File: src/hw/rtl/skwp_pkg.sv
// Shared types and constants for the skin weight packer.
package skwp_pkg;

    localparam int BONE_W     = 8;
    localparam int WEIGHT_W   = 16;
    localparam int VERTEX_W   = 12;
    localparam int SLOTS      = 4;
    localparam int COUNT_W    = 3;
    localparam int SLOT_IDX_W = 2;
    localparam int SUM_W      = 18;

    localparam logic OP_ADD  = 1'b0;
    localparam logic OP_READ = 1'b1;

    typedef struct packed {
        logic                operation;
        logic [VERTEX_W-1:0] vertex_index;
        logic [BONE_W-1:0]   bone_number;
        logic [WEIGHT_W-1:0] influence_weight;
    } request_t;

    typedef struct packed {
        logic [BONE_W-1:0]   bone_id_0;
        logic [BONE_W-1:0]   bone_id_1;
        logic [BONE_W-1:0]   bone_id_2;
        logic [BONE_W-1:0]   bone_id_3;
        logic [WEIGHT_W-1:0] norm_weight_0;
        logic [WEIGHT_W-1:0] norm_weight_1;
        logic [WEIGHT_W-1:0] norm_weight_2;
        logic [WEIGHT_W-1:0] norm_weight_3;
        logic                sum_nonzero;
    } result_t;

    typedef enum logic [1:0] {
        CMD_ADD       = 2'b00,
        CMD_READ      = 2'b01,
        CMD_READ_ZERO = 2'b10
    } cmd_kind_t;

    typedef struct packed {
        cmd_kind_t           kind;
        logic [VERTEX_W-1:0] vertex;
        logic [BONE_W-1:0]   bone;
        logic [WEIGHT_W-1:0] weight;
    } cmd_t;

    typedef struct packed {
        logic [COUNT_W-1:0]                count;
        logic [SLOTS-1:0][BONE_W-1:0]      bones;
        logic [SLOTS-1:0][WEIGHT_W-1:0]    weights;
    } entry_t;

endpackage

File: src/hw/rtl/skwp_fifo.sv
// Small synchronous queue of a packed type.
module skwp_fifo #(
    parameter type T     = logic,
    parameter int  DEPTH = 2
) (
    input  logic clk,
    input  logic rst_n,
    input  logic push,
    input  T     wdata,
    output logic full,
    input  logic pop,
    output T     rdata,
    output logic empty
);

    localparam int PTR_W = (DEPTH > 1) ? $clog2(DEPTH) : 1;
    localparam int CNT_W = $clog2(DEPTH + 1);

    T                 mem_reg [DEPTH];
    logic [PTR_W-1:0] wr_ptr_reg, wr_ptr_next;
    logic [PTR_W-1:0] rd_ptr_reg, rd_ptr_next;
    logic [CNT_W-1:0] cnt_reg, cnt_next;
    logic             do_push, do_pop;

    assign full    = (cnt_reg == CNT_W'(DEPTH));
    assign empty   = (cnt_reg == '0);
    assign do_push = push && !full;
    assign do_pop  = pop && !empty;
    assign rdata   = mem_reg[rd_ptr_reg];

    always_comb
    begin
        wr_ptr_next = wr_ptr_reg;
        rd_ptr_next = rd_ptr_reg;
        cnt_next    = cnt_reg;
        if (do_push)
        begin
            wr_ptr_next = (wr_ptr_reg == PTR_W'(DEPTH - 1)) ? '0 : wr_ptr_reg + 1'b1;
        end
        if (do_pop)
        begin
            rd_ptr_next = (rd_ptr_reg == PTR_W'(DEPTH - 1)) ? '0 : rd_ptr_reg + 1'b1;
        end
        if (do_push && !do_pop)
        begin
            cnt_next = cnt_reg + 1'b1;
        end
        else if (do_pop && !do_push)
        begin
            cnt_next = cnt_reg - 1'b1;
        end
    end

    always_ff @(posedge clk or negedge rst_n)
    begin
        if (!rst_n)
        begin
            wr_ptr_reg <= '0;
            rd_ptr_reg <= '0;
            cnt_reg    <= '0;
        end
        else
        begin
            wr_ptr_reg <= wr_ptr_next;
            rd_ptr_reg <= rd_ptr_next;
            cnt_reg    <= cnt_next;
        end
    end

    always_ff @(posedge clk)
    begin
        if (do_push)
        begin
            mem_reg[wr_ptr_reg] <= wdata;
        end
    end

endmodule

File: src/hw/rtl/skwp_front.sv
// Front end: accepts requests, range-checks them and queues commands.
module skwp_front #(
    parameter int unsigned VERTEX_DEPTH = 4096,
    parameter int unsigned BONE_LIMIT   = 256
) (
    input  logic               clk,
    input  logic               rst_n,
    input  logic               push,
    output logic               full,
    input  skwp_pkg::request_t request,
    input  logic               clearing,
    input  logic               cmd_pop,
    output skwp_pkg::cmd_t     cmd,
    output logic               cmd_empty
);

    import skwp_pkg::*;

    cmd_t cls;
    logic keep;
    logic in_range;
    logic bone_ok;
    logic q_full;
    logic q_push;

    assign in_range = (32'(request.vertex_index) < VERTEX_DEPTH);
    assign bone_ok  = (32'(request.bone_number) < BONE_LIMIT);

    always_comb
    begin
        cls.vertex = request.vertex_index;
        cls.bone   = request.bone_number;
        cls.weight = request.influence_weight;
        case (request.operation)
            OP_READ:
            begin
                cls.kind = in_range ? CMD_READ : CMD_READ_ZERO;
                keep     = 1'b1;
            end
            default:
            begin
                // Adds outside the table or with a bone beyond the limit vanish here.
                cls.kind = CMD_ADD;
                keep     = in_range && bone_ok;
            end
        endcase
    end

    assign full   = clearing || q_full;
    assign q_push = push && !full && keep;

    skwp_fifo #(
        .T     (cmd_t),
        .DEPTH (2)
    ) u_cmd_q (
        .clk   (clk),
        .rst_n (rst_n),
        .push  (q_push),
        .wdata (cls),
        .full  (q_full),
        .pop   (cmd_pop),
        .rdata (cmd),
        .empty (cmd_empty)
    );

endmodule

File: config.mk
export PLATFORM = sky130hd
export DESIGN_NAME = skwp_front
export DESIGN_NICKNAME = d
export VERILOG_FILES = /design/src/hw/rtl/skwp_pkg.sv /design/src/hw/rtl/skwp_fifo.sv /design/src/hw/rtl/skwp_front.sv
export SDC_FILE = /design/constraint.sdc
export NUM_CORES = 1
export LEC_CHECK = 0
export ABC_AREA = 1
export BUFFER_PORTS_ARGS = -buffer_cell sky130_fd_sc_hd__buf_2
export CORE_MARGIN = 2
export CORE_UTILIZATION = 54
export CTS_BUF_LIST = sky130_fd_sc_hd__clkbuf_4 sky130_fd_sc_hd__clkbuf_8
export CTS_CLUSTER_SIZE = 8
export DETAILED_ROUTE_END_ITERATION = 7
export PLACE_DENSITY = 0.86
export SLEW_MARGIN = 10
export SYNTH_ARGS = -nofsm -noshare
export SYNTH_HDL_FRONTEND = slang
export SYNTH_HIERARCHICAL = 1
export SYNTH_SLANG_ARGS = --single-unit
export TNS_END_PERCENT = 1
File: constraint.sdc
create_clock -name clk -period 3.95 [get_ports clk]
set_input_delay 0.9875 -clock clk [delete_from_list [all_inputs] [get_ports clk]]
set_output_delay 0.9875 -clock clk [all_outputs]
set_load 0.02 [all_outputs]
# == Word-level counts from Yosys, hierarchy flattened ==
# Memories as Yosys holds them, arrays and structs flattened.
# Cells that the tools add are included.
# word_totals
mem_bits_rw,74
inputBits,42
output_inout_bits,40
wordCells,29
memories,1
reg_bits,4
# mem_list
memory,depth,word_bits,read_ports,rd_ports_with_merged_regs,write_ports,line_no,rtl
u_cmd_q.mem_reg,2,37,1,0,1,skwp_fifo.sv:19,T mem_reg [DEPTH];
# classes
n_reduce_logical,13
n_eq_ne,1
muxes,7
addsub,4
# ops
operator,n
1-bit logical AND,5
1-bit logical NOT,5
1-bit two-way mux,5
2-bit two-way mux,2
1-bit adder (second input constant),2
2-bit by 1-bit adder with 2-bit output (second input constant),1
2-bit == test (second input constant),1
2-bit logical NOT,1
2-bit nonzero test,1
2-bit by 1-bit subtractor with 2-bit output (second input constant),1
1-bit logical OR,1

# == Logic depth before layout (Yosys ltp) ==
# logic_depth
ltp_word,9
ltp_mapped,13

# == By module ==
# Netlist, hierarchy kept.
# modules_own_cells
mod,n_inst,area_each_um2,cells_each,seq_area_each_um2
skwp_fifo,1,2986.6,230,2382.3
skwp_front,1,27.5,6,0.0

# == Least setup slack after synthesis ==
# Ideal clock, no wire load.
# synth_path
kind,input-to-reg
startpoint,input clearing
endpoint,"memory u_cmd_q/mem_reg[1][0] in the netlist's numbering, enable pin"
path_buffers,0
path_stages,5
setup_ns,0.433
arrival_ns,2.969
required_ns,3.517
slack_ns,0.548
path_cell_list,inv_1 > nand2_2 > nor2_2 > o21ai_0 > nor2_1
# synth_between
elab_chain_cells,6
# synth_lines
item,line_no,rtl
"start, declared",skwp_front.sv:11,"input logic clearing,"
1-bit logical OR,skwp_front.sv:49,assign full = clearing || q_full;
via full,skwp_front.sv:9,"output logic full,"
1-bit logical NOT,skwp_front.sv:50,assign q_push = push && !full && keep;
1-bit logical AND,skwp_front.sv:50,
via q_push,skwp_front.sv:24,logic q_push;
1-bit logical AND,skwp_fifo.sv:27,assign do_push = push && !full;
1-bit two-way mux,skwp_fifo.sv:72,if (do_push)
1-bit two-way mux (not written as such),skwp_fifo.sv:74,mem_reg[wr_ptr_reg] <= wdata;
"end, declared",skwp_fifo.sv:19,
# The timed path passes the listed nets, and every way through them passes these cells.

==> results <==
- The insertion delay to the later sink of the worst-skew pair is 0.33 ns.
- The floorplan has 27 rows.
- The die covers 0.00620 mm2.
- The number of antenna violations at the first check in global routing came to 0.
- The number of cells on the worst reg-to-reg path is 9.
- After detailed placement, the design holds a cell count of 384.
- For this run, the slowest stage of the critical path takes between 0.4 and 0.5 ns.
- Once detail routing completed, the nets flagged for antenna violations numbered 0.
- The repair_antennas step left the layout with diodes totalling 0.
- At the worst endpoint, the required time is 2.96 ns.
- The worst setup path is launched from a flop.
- For this run the aggregate overflow at the end of global routing stands at 0.
- For this run, design rule violations remaining after detail routing come to 0.
- The critical path goes through inv_2 > nand2_1 > nand2_1 > buf_2.
- The number of vias in the routed layout is roughly 1900.
- The maximum number of pins on one net before global-route repair is 40.
- The leading area contributor after synthesis is sky130_fd_sc_hd__edfxtp_1.
- The overall fraction of global-route tracks in use is 0.175.
- The width of the die is 78.7 um.
- The register with the most flip-flops in the layout has 76 of them.
- In this run, post-CTS repair resized a total of 0 instances.
- The critical path endpoint is cmd[5].
- The via count of the first global-routing pass is 1782.
- Across all hold checks on the routed design, the worst slack comes to 0.449 ns.
- The post-CTS setup repair buffer count is 0.
- The number of vias per cell after detailed routing is approximately 4.7.
- At the end of the flow the core is filled with cells to 0.672.
- The number of storage elements in the synthesis netlist is 80.
- The worst pin sits at a relative slew slack of 0.256.
- The clock edge transition at the registers on the reported setup and hold paths is 0.06 ns.
- In the post-synthesis netlist, the biggest area contributors are sky130_fd_sc_hd__edfxtp_1, sky130_fd_sc_hd__nand2_1, sky130_fd_sc_hd__dfrtp_1, sky130_fd_sc_hd__inv_1, sky130_fd_sc_hd__buf_2.
- At the pin with the least slew margin, the transition time is 1.11 ns.
- The area added between synthesis and finish is 21.3%.
- The worst-case IR drop observed on VDD is 498 uV.
- The critical register-to-register path endpoint is u_cmd_q/mem_reg[0][18].
- For this block, the routed nets add up to 5110 um of wire.
- The maximum net fanout on the critical path is 39.
- The worst path meets setup with roughly 1.4 ns of slack.
- The number of hold-slack violations in the final timing report is 0.
- The post-place instance area is 0.00349 mm2.
- Synthesis handed over a netlist of 236 instances.
- The deepest level of the CTS H-tree is 3.
- The clock tree from TritonCTS is built.
- The worst slack after detailed placement is between 1 and 1.5 ns.
- In this run the critical register-to-register path is launched from u_cmd_q/cnt_reg[0].
- The type of the worst setup path is reg -> out.
- The top-area cell type share of the netlist area is 0.757.
- The initial utilization of the core area, before any placement, comes to 0.554.
- Leaving out fill and tap cells, the most frequent cells in the layout are sky130_fd_sc_hd__nand2_1, sky130_fd_sc_hd__buf_2, sky130_fd_sc_hd__edfxtp_1.
- Setup repair after global routing left no endpoint under its margin.
- Routability-driven placement finished with a final weighted congestion of 0.681.
- Yosys mapped the design onto 17 distinct sky130hd cell types.
- The fraction of the yosys area taken by sequential cells is 0.790.
- During placement, the flow inserted port buffers numbering 81.
- The filler cells instantiated in the layout total 403.
- The max-slew violation count is 0.
- The detailed-routing iteration count for the pre-antenna-repair pass is 4.
- For this design, the sink count on the clock tree is 80.
- Of the total synthesized cell area, the portion taken by XOR and XNOR cells is 0.00291.
- The final setup violation count is 0.
- The simple-gate area share of the yosys netlist is 0.169.
- The total area inside the core boundary comes to 0.00544 mm2.
- For the worst setup path, the data arrival time is between 1.5 and 2 ns.
- The run finished with clean final reports.
- Max-cap violations in this run came to 0.
- The mean area per synthesized cell is between 10 and 15 um2.
- After synthesis, the largest family of logic cells by area is simple AND/OR/NAND/NOR gates.
- The count of buffering cells on the critical path with inverters included is 2.
- The fmax is about 390 MHz.
- The fraction of final layout cells with drive strength greater than 1 is 0.312.
- The first global-routing pass estimated 7980 um of wire.
- In this run the count of I/O pins placed on the die edge is 82.
- The setup TNS is 0 ns.
- The total power per unit cell area is roughly 690 mW/mm2.
- For this design, the slowest cell found on the critical path is sky130_fd_sc_hd__inv_2.
- STA classifies the critical path endpoint as a primary output.
- Clock tree synthesis inserted a total of 9 buffers.
- Of the total synthesized cell area, the portion taken by full adders, half adders and majority gates is 0.00415.
- The path class of the lowest-slack min-delay path is in -> async.
- The number of hold buffers added after cts is 0.
- The mean routed wirelength per cell is 12.8 um.
- The most common cell type on the critical path is sky130_fd_sc_hd__nand2_1.
- With fillers left out, the area of the finished cells amounts to 0.00365 mm2.
- Across the routed clock network, the largest skew measured is approximately 0.0063 ns.
- Leaving out fill and tap cells, the most frequent cell in the layout is sky130_fd_sc_hd__nand2_1.
- The most critical setup path has its startpoint at u_cmd_q/rd_ptr_reg.
- The share of the synthesized area in compound gates (AO/OA/AOI/OAI) is 0.00332.
- The minimum setup slack among reg-to-reg paths is 1.72 ns.
- The die is 78.7 um tall.
- After synthesis the cells add up to ~0.0030 mm2.
- The final cell count without fillers is 399.
- The CTS root buffer is sky130_fd_sc_hd__clkbuf_8.
- The routed design could run at a clock period as short as about 2.6 ns.
- The ratio of final minimum period to clock period is 0.656.
- The violation count after the first detailed-routing iteration is between 100 and 150.
- Power comes to 2.51 mW.
- The mux cell area share after synthesis is 0.
- Counting along the longest clock path gives a buffer depth of 2.
- In this run the static leakage power is ~1.6 nW.
- Summed over all nets, the half-perimeter wirelength after detailed placement is 3300 um.
- At the end of the flow, the number of nets in the layout was 366.
- In this run the number of cells on the critical path is 4.
- Grouping stages by cell kind, the critical path spends the most delay in buffers and inverters.
- During synthesis, Yosys emitted a total of 6 warnings.
-- cell type report --
| cell class | count | area [um2] | area share |
|---|---|---|---|
| Timing Repair Buffer | 83 | 420 | 0.115 |
| Clock inverter | 1 | 5.00 | 0.00137 |
| Multi-Input combinational cell | 138 | 554 | 0.152 |
| Inverter | 11 | 41.3 | 0.0113 |
| Clock buffer | 14 | 161 | 0.0442 |
| Tap cell | 72 | 90.1 | 0.0246 |
| Sequential cell | 80 | 2380 | 0.652 |
-- cells in the mapped netlist --
cell                       count
sky130_fd_sc_hd__edfxtp_1     76
sky130_fd_sc_hd__nand3b_1      1
sky130_fd_sc_hd__dfrtp_1       4
sky130_fd_sc_hd__conb_1        1
sky130_fd_sc_hd__ha_1          1
sky130_fd_sc_hd__nor2_2        1
sky130_fd_sc_hd__xnor2_1       1
sky130_fd_sc_hd__inv_1        10
sky130_fd_sc_hd__nand4_1       1
sky130_fd_sc_hd__buf_2         5
sky130_fd_sc_hd__inv_2         1
sky130_fd_sc_hd__buf_4         3
sky130_fd_sc_hd__nand2_1     123
sky130_fd_sc_hd__nor2_1        4
sky130_fd_sc_hd__o21ai_0       2
sky130_fd_sc_hd__nand2_2       1
sky130_fd_sc_hd__nand3_1       1
-- layer usage --
metal	vias up	global-route usage	share of wire
li1	951	-	-
met1	871	0.199	0.40
met2	58	0.302	0.52
met3	7	0.0545	0.060
met4	0	0.0842	0.014
met5	-	0	0
-- worst min path at each step --
stage	from	end	slack (ns)	depth (start not counted)
after global placement	u_cmd_q/wr_ptr_reg	u_cmd_q/wr_ptr_reg	0.48	2
after global routing	rst_n	u_cmd_q/cnt_reg[0]	0.44	1
after floorplan	u_cmd_q/wr_ptr_reg	u_cmd_q/wr_ptr_reg	0.45	2
after detailed placement	u_cmd_q/wr_ptr_reg	u_cmd_q/wr_ptr_reg	0.47	2
final	rst_n	u_cmd_q/cnt_reg[0]	0.45	1
after CTS	rst_n	u_cmd_q/cnt_reg[0]	0.44	1
-- cell families (layout without fill, tap and decap cells) --
kind of cell / after synthesis / in the layout
and+or+nand+nor: 132 / 132
other: 1 / 2
adders and majority gates: 1 / 1
DFF: 80 / 80
buffers and inverters: 19 / 109
AOI/OAI and AO/OA: 2 / 2
xor gates and xnor gates: 1 / 1
-- power by group --
part	total, mW	internal [mW]	switching (mW)	leakage [nW]
registers	1.10	1.07	0.0389	0.741
clock network	0.506	0.260	0.247	0.0916
logic	0.898	0.259	0.638	0.777
total	2.51	1.58	0.924	1.61
(Power assumes the default switching activity.)
