==> src/hw/rtl/skwp_fifo.sv <==
// Small synchronous queue of a packed type.
module skwp_fifo #(
    parameter type T     = logic,
    parameter int  DEPTH = 2
) (
    input  logic clk,
    input  logic rst_n,
    input  logic push,
    input  T     wdata,
    output logic full,
    input  logic pop,
    output T     rdata,
    output logic empty
);

    localparam int PTR_W = (DEPTH > 1) ? $clog2(DEPTH) : 1;
    localparam int CNT_W = $clog2(DEPTH + 1);

    T                 mem_reg [DEPTH];
    logic [PTR_W-1:0] wr_ptr_reg, wr_ptr_next;
    logic [PTR_W-1:0] rd_ptr_reg, rd_ptr_next;
    logic [CNT_W-1:0] cnt_reg, cnt_next;
    logic             do_push, do_pop;

    assign full    = (cnt_reg == CNT_W'(DEPTH));
    assign empty   = (cnt_reg == '0);
    assign do_push = push && !full;
    assign do_pop  = pop && !empty;
    assign rdata   = mem_reg[rd_ptr_reg];

    always_comb
    begin
        wr_ptr_next = wr_ptr_reg;
        rd_ptr_next = rd_ptr_reg;
        cnt_next    = cnt_reg;
        if (do_push)
        begin
            wr_ptr_next = (wr_ptr_reg == PTR_W'(DEPTH - 1)) ? '0 : wr_ptr_reg + 1'b1;
        end
        if (do_pop)
        begin
            rd_ptr_next = (rd_ptr_reg == PTR_W'(DEPTH - 1)) ? '0 : rd_ptr_reg + 1'b1;
        end
        if (do_push && !do_pop)
        begin
            cnt_next = cnt_reg + 1'b1;
        end
        else if (do_pop && !do_push)
        begin
            cnt_next = cnt_reg - 1'b1;
        end
    end

    always_ff @(posedge clk or negedge rst_n)
    begin
        if (!rst_n)
        begin
            wr_ptr_reg <= '0;
            rd_ptr_reg <= '0;
            cnt_reg    <= '0;
        end
        else
        begin
            wr_ptr_reg <= wr_ptr_next;
            rd_ptr_reg <= rd_ptr_next;
            cnt_reg    <= cnt_next;
        end
    end

    always_ff @(posedge clk)
    begin
        if (do_push)
        begin
            mem_reg[wr_ptr_reg] <= wdata;
        end
    end

endmodule

==> config.mk <==
export PLATFORM = sky130hd
export DESIGN_NAME = skwp_fifo
export DESIGN_NICKNAME = d
export VERILOG_FILES = /design/src/hw/rtl/skwp_fifo.sv
export SDC_FILE = /design/constraint.sdc
export NUM_CORES = 1
export LEC_CHECK = 0
export BUFFER_PORTS_ARGS = -buffer_cell sky130_fd_sc_hd__buf_2
export CAP_MARGIN = 15
export CORE_AREA = 2 2 39 41
export DETAILED_ROUTE_END_ITERATION = 8
export DIE_AREA = 0 0 41 43
export SLEW_MARGIN = 20
export SYNTH_ARGS = -nofsm -noshare
export SYNTH_HDL_FRONTEND = slang
export SYNTH_SLANG_ARGS = --single-unit
==> constraint.sdc <==
create_clock -name clk -period 4.4 [get_ports clk]
set_clock_uncertainty 0.15 [all_clocks]
set_input_delay 0.88 -clock clk [delete_from_list [all_inputs] [get_ports clk]]
set_output_delay 0.88 -clock clk [all_outputs]
set_load 0.005 [all_outputs]
# After elaboration in Yosys (flattened, before gate mapping)
# Memory sizes are Yosys's and may differ from the RTL's.
# Index checks and enable logic that the tools add are counted.
# classes
n_addsub,4
n_eq_ne,1
n_mux,6
n_reduce_logical,10
# op_table
op,count
logical AND 1 bit,4
logical NOT 1 bit,4
2-to-1 mux 1 bit,4
2-to-1 mux 2 bit,2
"adder 1 bit, second input constant",2
"adder 2 x 1 -> 2 bit, second input constant",1
"== test 2 bit, second input constant",1
logical NOT 2 bit,1
nonzero test 2 bit,1
"subtractor 2 x 1 -> 2 bit, second input constant",1
# word_totals
ff_bits,4
ram_bits,2
in_bits,5
output_inout_bits,3
word_cells,25
n_memories,1
# mem_list
name,depth,word_bits,read_ports,rd_ports_with_merged_regs,wr,line_no,rtl
mem_reg,2,1,1,0,1,19,T mem_reg [DEPTH];

# Logic depth before layout (Yosys ltp)
# Gate-level depths: netlist of the first run.
# logic_depth
word_depth,7
mapped_depth,7

# Worst setup path before layout of the first run
# OpenSTA, ideal clock, no wires.
# synth_timing
path_type,in2reg
from,input port push
to,register cnt_reg[1]
setup_ns,0.079
arrival_ns,1.560
slack_ns,2.611
cell_stages,5
path_cell_list,nand2_1 -> inv_1 -> ha_1 -> nor2_1 -> xor2_1
# synth_via
elab_chain_cells,4
# synth_rtl
element,line_no,rtl
start: declaration,8,"input logic push,"
logical AND 1 bit (*),27,assign do_push = push && !full;
logical NOT 1 bit,48,else if (do_pop && !do_push)
logical AND 1 bit,48,
nonzero test 2 bit (no line),-,
end signal: assignment,66,cnt_reg <= cnt_next;
end: declaration,22,"logic [CNT_W-1:0] cnt_reg, cnt_next;"
# Every way passes the cells marked *; elsewhere a longest branch is shown, timed or not.
# A chain may end at the register's enable or synchronous reset.

# Final worst setup path of the first run
# layout_timing
from,register rd_ptr_reg
to,output port rdata
# layout_via
elab_chain_cells,1
# layout_rtl
element,line_no,rtl
start: declaration,21,"logic [PTR_W-1:0] rd_ptr_reg, rd_ptr_next;"
start signal: assignment,65,rd_ptr_reg <= rd_ptr_next;
memory read (2 x 1 bit),-,
end: declaration,12,"output T rdata,"
# Every way passes these cells.

==> impl_metrics.csv, run 1 <==
group,metric,value,unit
worst_setup_path,r2r-start,"cnt_reg[0]",
synth,muxShareOfSynthArea,0.04206,
timing,slew_viol_final,0,
cells_and_area,fillers,149,
routing,vias,194,
worst_setup_path,crit_fanout,2,
place,gp_congestion,0.6858,
synth,ys.warnings.count,0,
cts,clk_pin_slew,0.05,ns
synth,synth-seq-cells,6,
power,p_leak,0.1699,nW
die,start_util,0.1935,
routing,drt-pass1-iter-count,3,
timing,setup_tns,0,ns
synth,synth_nets,28,
routing,totalWireLength,426,um
worst_setup_path,path_class,"reg -> out",
cts,ctsHtreeMaxLevel,1,
timing,rsz0062_at_grt,"false",
cts,clockBufferDepth,2,
routing,drc,0,
die,die_y,43,um
worst_setup_path,worst_setup_path_start_kind,"register",
timing,period_needed,2.091,ns
cells_and_area,drive_above_1_share,0.3333,
global_route,grt_first_pass_wirelength,738,um
die,io_pins,8,
synth,synthAdderAreaFrac,0.04673,
place,portBuffers,7,
routing,wl_per_cell,8.694,um
global_route,grt_antenna_before_repair,0,
job,cap_viol_max_count,0,
cts,cts_tree,"yes",
worst_setup_path,r2r_cells,7,
worst_setup_path,cp-end-kind,"primary output",
cts,root_buffer,"clkbuf_4",
synth,synth_cell_type_count,12,
global_route,grt_max_degree,6,
outcome,status,"complete, no violations",
synth,synth-simple-area-share,0.1028,
worst_setup_path,r2r-end,"cnt_reg[1]",
cts,post_cts_buffers,0,
synth,synth.avg_cell_area,12.17,um2
die,dieArea,0.001763,mm2
synth,synth_top_family_by_area,"XOR/XNOR gates",
synth,syn_area,267.8,um2
routing,drt_iter0_drc,7,
power,power_density,715.9,mW/mm2
cells_and_area,diodes,0,
worst_setup_path,arrival,1.06,ns
die,die_w,41,um
place,place_ws,2.447,ns
synth,syn_inst,22,
cells_and_area,final_common_cell,"buf_2",
timing,fin_ws,2.309,ns
cts,cts_sinks,6,
die,core,0.001384,mm2
die,rows,14,
timing,setup_viol,0,
routing,drtAntennaViolNets,0,
power,max-vdd-ir-drop,0.1789,mV
global_route,grt_pass1_vias,203,
synth,synth-xor-area-share,0.1636,
cells_and_area,final_util,0.2523,
synth,synth-compound-area-share,0.01869,
timing,fin_crit_sh,0.4751,
timing,worst_pin_slew,0.2160,ns
worst_setup_path,rrSetupSlack,2.77,ns
min_path,hp-class,"in -> async",
worst_setup_path,cp.required,3.37,ns
cells_and_area,final_cell_mix,"buf_2, dfrtp_1, nor2_1, xnor2_1, clkbuf_4",
global_route,overflow,0,
global_route,grt_usage,0.06876,
cells_and_area,area_growth_syn_to_layout,30.37,%
cts,hold_buffers,0,
routing,routed_via_density,3.959,
synth,seq_area_frac_synth,0.5981,
cts,cts_resized,0,
cts,clk_latency,0.25,ns
timing,fmax,0.4783,GHz
timing,hold_viol_final,0,
timing,slew_headroom,0.8550,
cells_and_area,final_nets,40,
cts,cts_made_buffers,3,
[layout make-up]
| cell class | instances | area, um2 | area share |
|---|---|---|---|
| flip-flops and latches | 6 | 160.2 | 0.4588 |
| clock buffers | 4 | 26.28 | 0.07527 |
| inverters | 2 | 7.507 | 0.02151 |
| multi-input cells | 14 | 100.1 | 0.2867 |
| well taps | 16 | 20.02 | 0.05735 |
| repair buffers | 7 | 35.03 | 0.1004 |
[critical path: stages (launching register included)]
cell and delay [ns]:
dfrtp_1 0.36, mux2_2 0.33, buf_2 0.12
[stage by stage]
step / hold slack, ns / cells / instance area [um2] / total power [mW]
detailed placement: 0.3279 / 45 / 322.8 / 0.1931
floorplan: 0.3050 / 22 / 267.8 / 0.1672
global route: 0.2800 / 49 / 349.1 / 0.2706
global placement: 0.3280 / 45 / 322.8 / 0.1914
finish: 0.2772 / 49 / 349.1 / 0.2499
CTS: 0.2742 / 49 / 349.1 / 0.2544
[how the worst max path moves through the flow]
| stage | start | end | depth (start not counted) |
|---|---|---|---|
| 3_3_place_gp | push | cnt_reg[1] | 6 |
| 6_report | rd_ptr_reg | rdata | 2 |
| 4_1_cts | rd_ptr_reg | rdata | 2 |
| 5_1_grt | rd_ptr_reg | rdata | 2 |
| 2_1_floorplan | push | cnt_reg[1] | 5 |
| 3_5_place_dp | push | cnt_reg[1] | 6 |
[power breakdown]
part           internal (mW)  switching (mW)  total, mW
registers             0.0838          0.0204      0.104
logic                 0.0493          0.0396     0.0888
clock network         0.0345          0.0223     0.0568
[kinds of logic (layout without fill, tap and decap cells)]
| kind of cell | Yosys count | in the layout |
|---|---|---|
| buffers and inverters | 2 | 13 |
| DFF | 6 | 6 |
| AOI/OAI and AO/OA | 1 | 1 |
| and+or+nand+nor | 6 | 6 |
| adders and majority gates | 1 | 1 |
| muxes | 1 | 1 |
| xor gates and xnor gates | 5 | 5 |
[per-layer routing]
metal / routed length, um / GRT usage / part of all wire / up-vias
met5: 0 / 0 / 0 / -
met4: 10 / 0.08000 / 0.023 / 0
met3: 42 / 0.03665 / 0.099 / 2
met2: 208 / 0.09375 / 0.49 / 7
met1: 164 / 0.06250 / 0.38 / 91
li1: - / - / - / 94
[synth_stat cells]
cell type  count  area share
and3_1         1       0.023
dfrtp_1        4        0.37
edfxtp_1       2        0.22
ha_1           1       0.047
inv_1          2       0.028
mux2_2         1       0.042
nand2_1        1       0.014
nand2b_1       1       0.023
nor2_1         3       0.042
o21ai_1        1       0.019
xnor2_1        3       0.098
xor2_1         2       0.065
No activity file was read; power rests on OpenSTA's default activity.
==> run 2: changes to the inputs <==
- clock period: 4.4 -> 1.95 ns (I/O delays scaled with it)
==> run 2 against run 1 <==
Compared with the run above: cell area up 1.8%; largest power group unchanged; register-to-register slack got worse by 2.4 ns; highest routed layer is now met3; clock-buffer cell count shrank 1; clock power increased by 100%.
==> impl_metrics.csv, run 2 (synthesized netlist as in run 1, its figures left out) <==
group,metric,value,unit
worst_setup_path,worst_setup_path_start_kind,"register",
timing,slew_viol_final,0,
routing,vias,178,
timing,setup_viol,0,
power,p_total,549.7,uW
power,max-vdd-ir-drop,0.5259,mV
power,power_density,1547,mW/mm2
routing,totalWireLength,410,um
cts,clk_latency,0.24,ns
timing,fmax,0.6196,GHz
cts,clockBufferDepth,2,
cells_and_area,drive_above_1_share,0.3333,
routing,wl_per_cell,8.367,um
timing,rsz0062_at_grt,"false",
cts,hold_buffers,1,
global_route,grt_usage,0.06876,
cells_and_area,fillers,153,
cts,cts_made_buffers,3,
timing,fin_ws,0.3359,ns
worst_setup_path,cp-end-kind,"register",
cells_and_area,final_common_cell,"buf_2",
worst_setup_path,cp.required,1.96,ns
job,cap_viol_max_count,0,
die,die_w,41,um
die,core,0.001384,mm2
cells_and_area,final_cell_mix,"buf_2, dfrtp_1, nor2_1, xnor2_1, clkbuf_4",
cells_and_area,final_util,0.2568,
timing,period_needed,1.614,ns
timing,slew_headroom,0.8636,
die,rows,14,
die,io_pins,8,
outcome,status,"complete, no violations",
routing,drtAntennaViolNets,0,
timing,hold_viol_final,0,
global_route,grt_max_degree,6,
cells_and_area,area_growth_syn_to_layout,32.71,%
power,p_leak,0.1729,nW
place,portBuffers,7,
cts,clk_pin_slew,0.05,ns
die,start_util,0.1935,
cts,root_buffer,"clkbuf_4",
cts,ctsHtreeMaxLevel,1,
timing,setup_tns,0,ns
timing,hold-worst-slack,0.1872,ns
routing,drc,0,
cells_and_area,final_nets,41,
cts,cts_sinks,6,
worst_setup_path,r2r_cells,6,
global_route,grt_antenna_before_repair,0,
die,dieArea,0.001763,mm2
place,gp_congestion,0.7043,
die,die_y,43,um
cts,cts_tree,"yes",
global_route,overflow,0,
min_path,min_path_cells,1,
cells_and_area,diodes,0,
min_path,hp-class,"in -> reg",
worst_setup_path,path_class,"reg -> reg",
global_route,grt_pass1_vias,178,
timing,fin_crit_sh,0.8277,
place,place_ws,0.3358,ns
worst_setup_path,arrival,1.63,ns
routing,drt_iter0_drc,2,
timing,worst_pin_slew,0.2032,ns
routing,routed_via_density,3.633,
cells_and_area,seq_area,160.2,um2
cells_and_area,multi_input_area,100.1,um2
global_route,grt_first_pass_wirelength,703,um
cts,post_cts_buffers,0,
routing,drt-pass1-iter-count,4,
worst_setup_path,crit_fanout,5,
cts,cts_resized,0,
==> run 2: area by class of cell <==
class	count	area share
Clock buffer	3	0.06338
Inverter	2	0.02113
Multi-Input combinational cell	14	0.2817
Sequential cell	6	0.4507
Tap cell	16	0.05634
Timing Repair Buffer	8	0.1268
==> run 2: worst paths after layout <==
kind                       startpoint  slack, ns         end
setup / recovery           cnt_reg[0]       0.34  cnt_reg[1]
hold / removal                  wdata       0.19  mem_reg[1]
setup reg to reg           cnt_reg[0]       0.34  cnt_reg[1]
hold reg to reg            rd_ptr_reg       0.33  rd_ptr_reg
max in group asynchronous       rst_n       1.20  rd_ptr_reg
min in group asynchronous       rst_n       0.33  cnt_reg[0]
==> run 2: critical path: stages (launching register included) <==
cell	delay (ns)
dfrtp_1	0.42
nand2b_1	0.20
nand2_1	0.13
inv_1	0.05
ha_1	0.30
nor2_1	0.13
xor2_1	0.15
==> run 2: metrics by stage <==
step                instances  area (um2)
floorplan                  22       267.8
global placement           45       322.8
global route               49       355.3
CTS                        49       355.3
detailed placement         45       322.8
finish                     49       355.3
==> run 2: power breakdown <==
| part | internal (mW) | switching (mW) | total, mW |
|---|---|---|---|
| Combinational | 0.112 | 0.0869 | 0.199 |
| Clock | 0.0697 | 0.0452 | 0.115 |
| Sequential | 0.189 | 0.0465 | 0.236 |
==> run 2: layer usage <==
| metal | part of all wire | up-vias | global-route usage | routed length [um] |
|---|---|---|---|---|
| li1 | - | 94 | - | - |
| met2 | 0.44 | 6 | 0.07188 | 181 |
| met4 | 0 | 0 | 0.02000 | 0 |
| met3 | 0.083 | 0 | 0.09424 | 34 |
| met5 | 0 | - | 0 | 0 |
| met1 | 0.47 | 78 | 0.07895 | 194 |
==> run 3: changes to the inputs <==
- clock period: 1.95 -> 1.6 ns (I/O delays scaled with it)
==> run 3 against run 2 <==
Compared with the run above: register-to-register slack lost 0.23 ns; flip-flop and latch count is the same; cell area grew 9.5%; critical path depth shrank 4; via count grew 11%; wire length grew 12%; worst setup slack lost 0.27 ns; cell count grew 10%; global-route usage grew 1.2 points; combinational power grew 62%; clock power grew 35%; sequential power grew 17%.
==> impl_metrics.csv, run 3 (synthesized netlist as in run 1, its figures left out) <==
group,metric,value,unit
global_route,grt_first_pass_wirelength,821,um
cells_and_area,area_growth_syn_to_layout,45.33,%
timing,period_needed,1.530,ns
worst_setup_path,crit_fanout,2,
timing,slew_headroom,0.8612,
die,core,0.001384,mm2
die,rows,14,
cts,cts_tree,"yes",
timing,rsz0062_at_grt,"false",
routing,drtAntennaViolNets,0,
global_route,overflow,0,
timing,hold-worst-slack,0.1094,ns
job,cap_viol_max_count,0,
die,die_y,43,um
global_route,grtUsageMet1,0.08224,
cells_and_area,drive_above_1_share,0.3947,
cells_and_area,diodes,0,
worst_setup_path,path_class,"reg -> out",
timing,setup_tns,0,ns
power,p_total,752.2,uW
power,max-vdd-ir-drop,0.5917,mV
global_route,grt_pass1_vias,219,
cts,root_buffer,"clkbuf_4",
die,dieArea,0.001763,mm2
cts,ctsHtreeMaxLevel,1,
routing,routed_via_density,3.667,
global_route,use_met3,0.09424,
cts,clk_latency,0.25,ns
cts,clk_pin_slew,0.05,ns
routing,totalWireLength,459,um
timing,setup_viol,0,
routing,vias,198,
worst_setup_path,arrival,1.06,ns
timing,slew_viol_final,0,
min_path,hp-class,"in -> reg",
global_route,use_met2,0.09688,
routing,drt_iter0_drc,3,
timing,fin_crit_sh,0.9560,
cells_and_area,final_common_cell,"buf_2",
worst_setup_path,worst_setup_path_start_kind,"register",
die,start_util,0.1935,
die,io_pins,8,
cells_and_area,final_cell_mix,"buf_2, dfrtp_1, buf_4",
worst_setup_path,r2r_cells,6,
place,hpwlAfterDp,344,um
place,gp_congestion,0.7321,
routing,wl_per_cell,8.500,um
global_route,grt_usage,0.08089,
outcome,status,"complete, no violations",
timing,worst_pin_slew,0.2069,ns
place,portBuffers,7,
cells_and_area,final_nets,45,
cts,clockBufferDepth,2,
cells_and_area,fillers,154,
min_path,min_path_cells,1,
die,die_w,41,um
timing,fmax,0.6537,GHz
routing,drc,0,
cts,cts_made_buffers,3,
routing,drt-pass1-iter-count,2,
global_route,busiest_layer,"met2",
timing,hold_viol_final,0,
cts,cts_sinks,6,
power,p_leak,0.1928,nW
worst_setup_path,cp.required,1.13,ns
global_route,grt_max_degree,5,
worst_setup_path,cp-end-kind,"primary output",
power,power_density,1933,mW/mm2
global_route,grt_antenna_before_repair,0,
run 3: changes by cell type in the layout (fill, tap and decap cells not counted), sizes merged:
cell	before	now
buf	7	11
clkbuf	3	4
run 3: path summary, 6_finish.rpt:
check,startpoint,slack (ns),end
worst max-delay path,rd_ptr_reg,0.07,rdata
worst max register to register,cnt_reg[0],0.11,cnt_reg[1]
min in group asynchronous,rst_n,0.26,cnt_reg[1]
worst min register to register,rd_ptr_reg,0.33,rd_ptr_reg
worst min-delay path,wdata,0.11,mem_reg[1]
max in group asynchronous,rst_n,0.91,wr_ptr_reg
run 3: stage by stage:
stage	setup WS (ns)	cell area (um2)	util	std cells
floorplan	0.08920	267.8	-	22
global placement	0.1229	345.3	0.2495	48
detailed placement	0.1021	345.3	0.2495	48
CTS	0.02533	381.6	0.2758	53
global route	0.01063	389.1	0.2812	54
finish	0.07036	389.1	0.2812	54
run 3: layer usage:
metal / share of wire / wire length, um
met5: 0 / 0
met4: 0 / 0
met3: 0.081 / 37
met2: 0.48 / 219
met1: 0.44 / 202
run 3: area by class of cell:
type	instances	area, um2	area share
Sequential cell	6	160.2	0.4116
Multi-Input combinational cell	14	100.1	0.2572
Timing Repair Buffer	12	75.07	0.1929
Clock buffer	4	26.28	0.06752
Tap cell	16	20.02	0.05145
Inverter	2	7.507	0.01929
run 3: report_power, final:
part | switching [mW] | internal (mW) | total (mW)
clock | 0.0600 | 0.0948 | 0.155
sequential | 0.0452 | 0.230 | 0.276
combinational | 0.130 | 0.192 | 0.322
total | 0.235 | 0.517 | 0.752
run 3: repair_timing:
item | 4_1_cts | 5_1_grt
resized for setup | 0 | 0
setup buffers | 0 | 1
endpoints found under the hold margin | 4 | 0
hold buffers | 1 | 0
setup endpoints to repair | 0 | 2
run 3: critical path, cell delays in order (launching register included):
cell and delay (ns):
dfrtp_1 0.36, mux2_2 0.33, buf_2 0.12
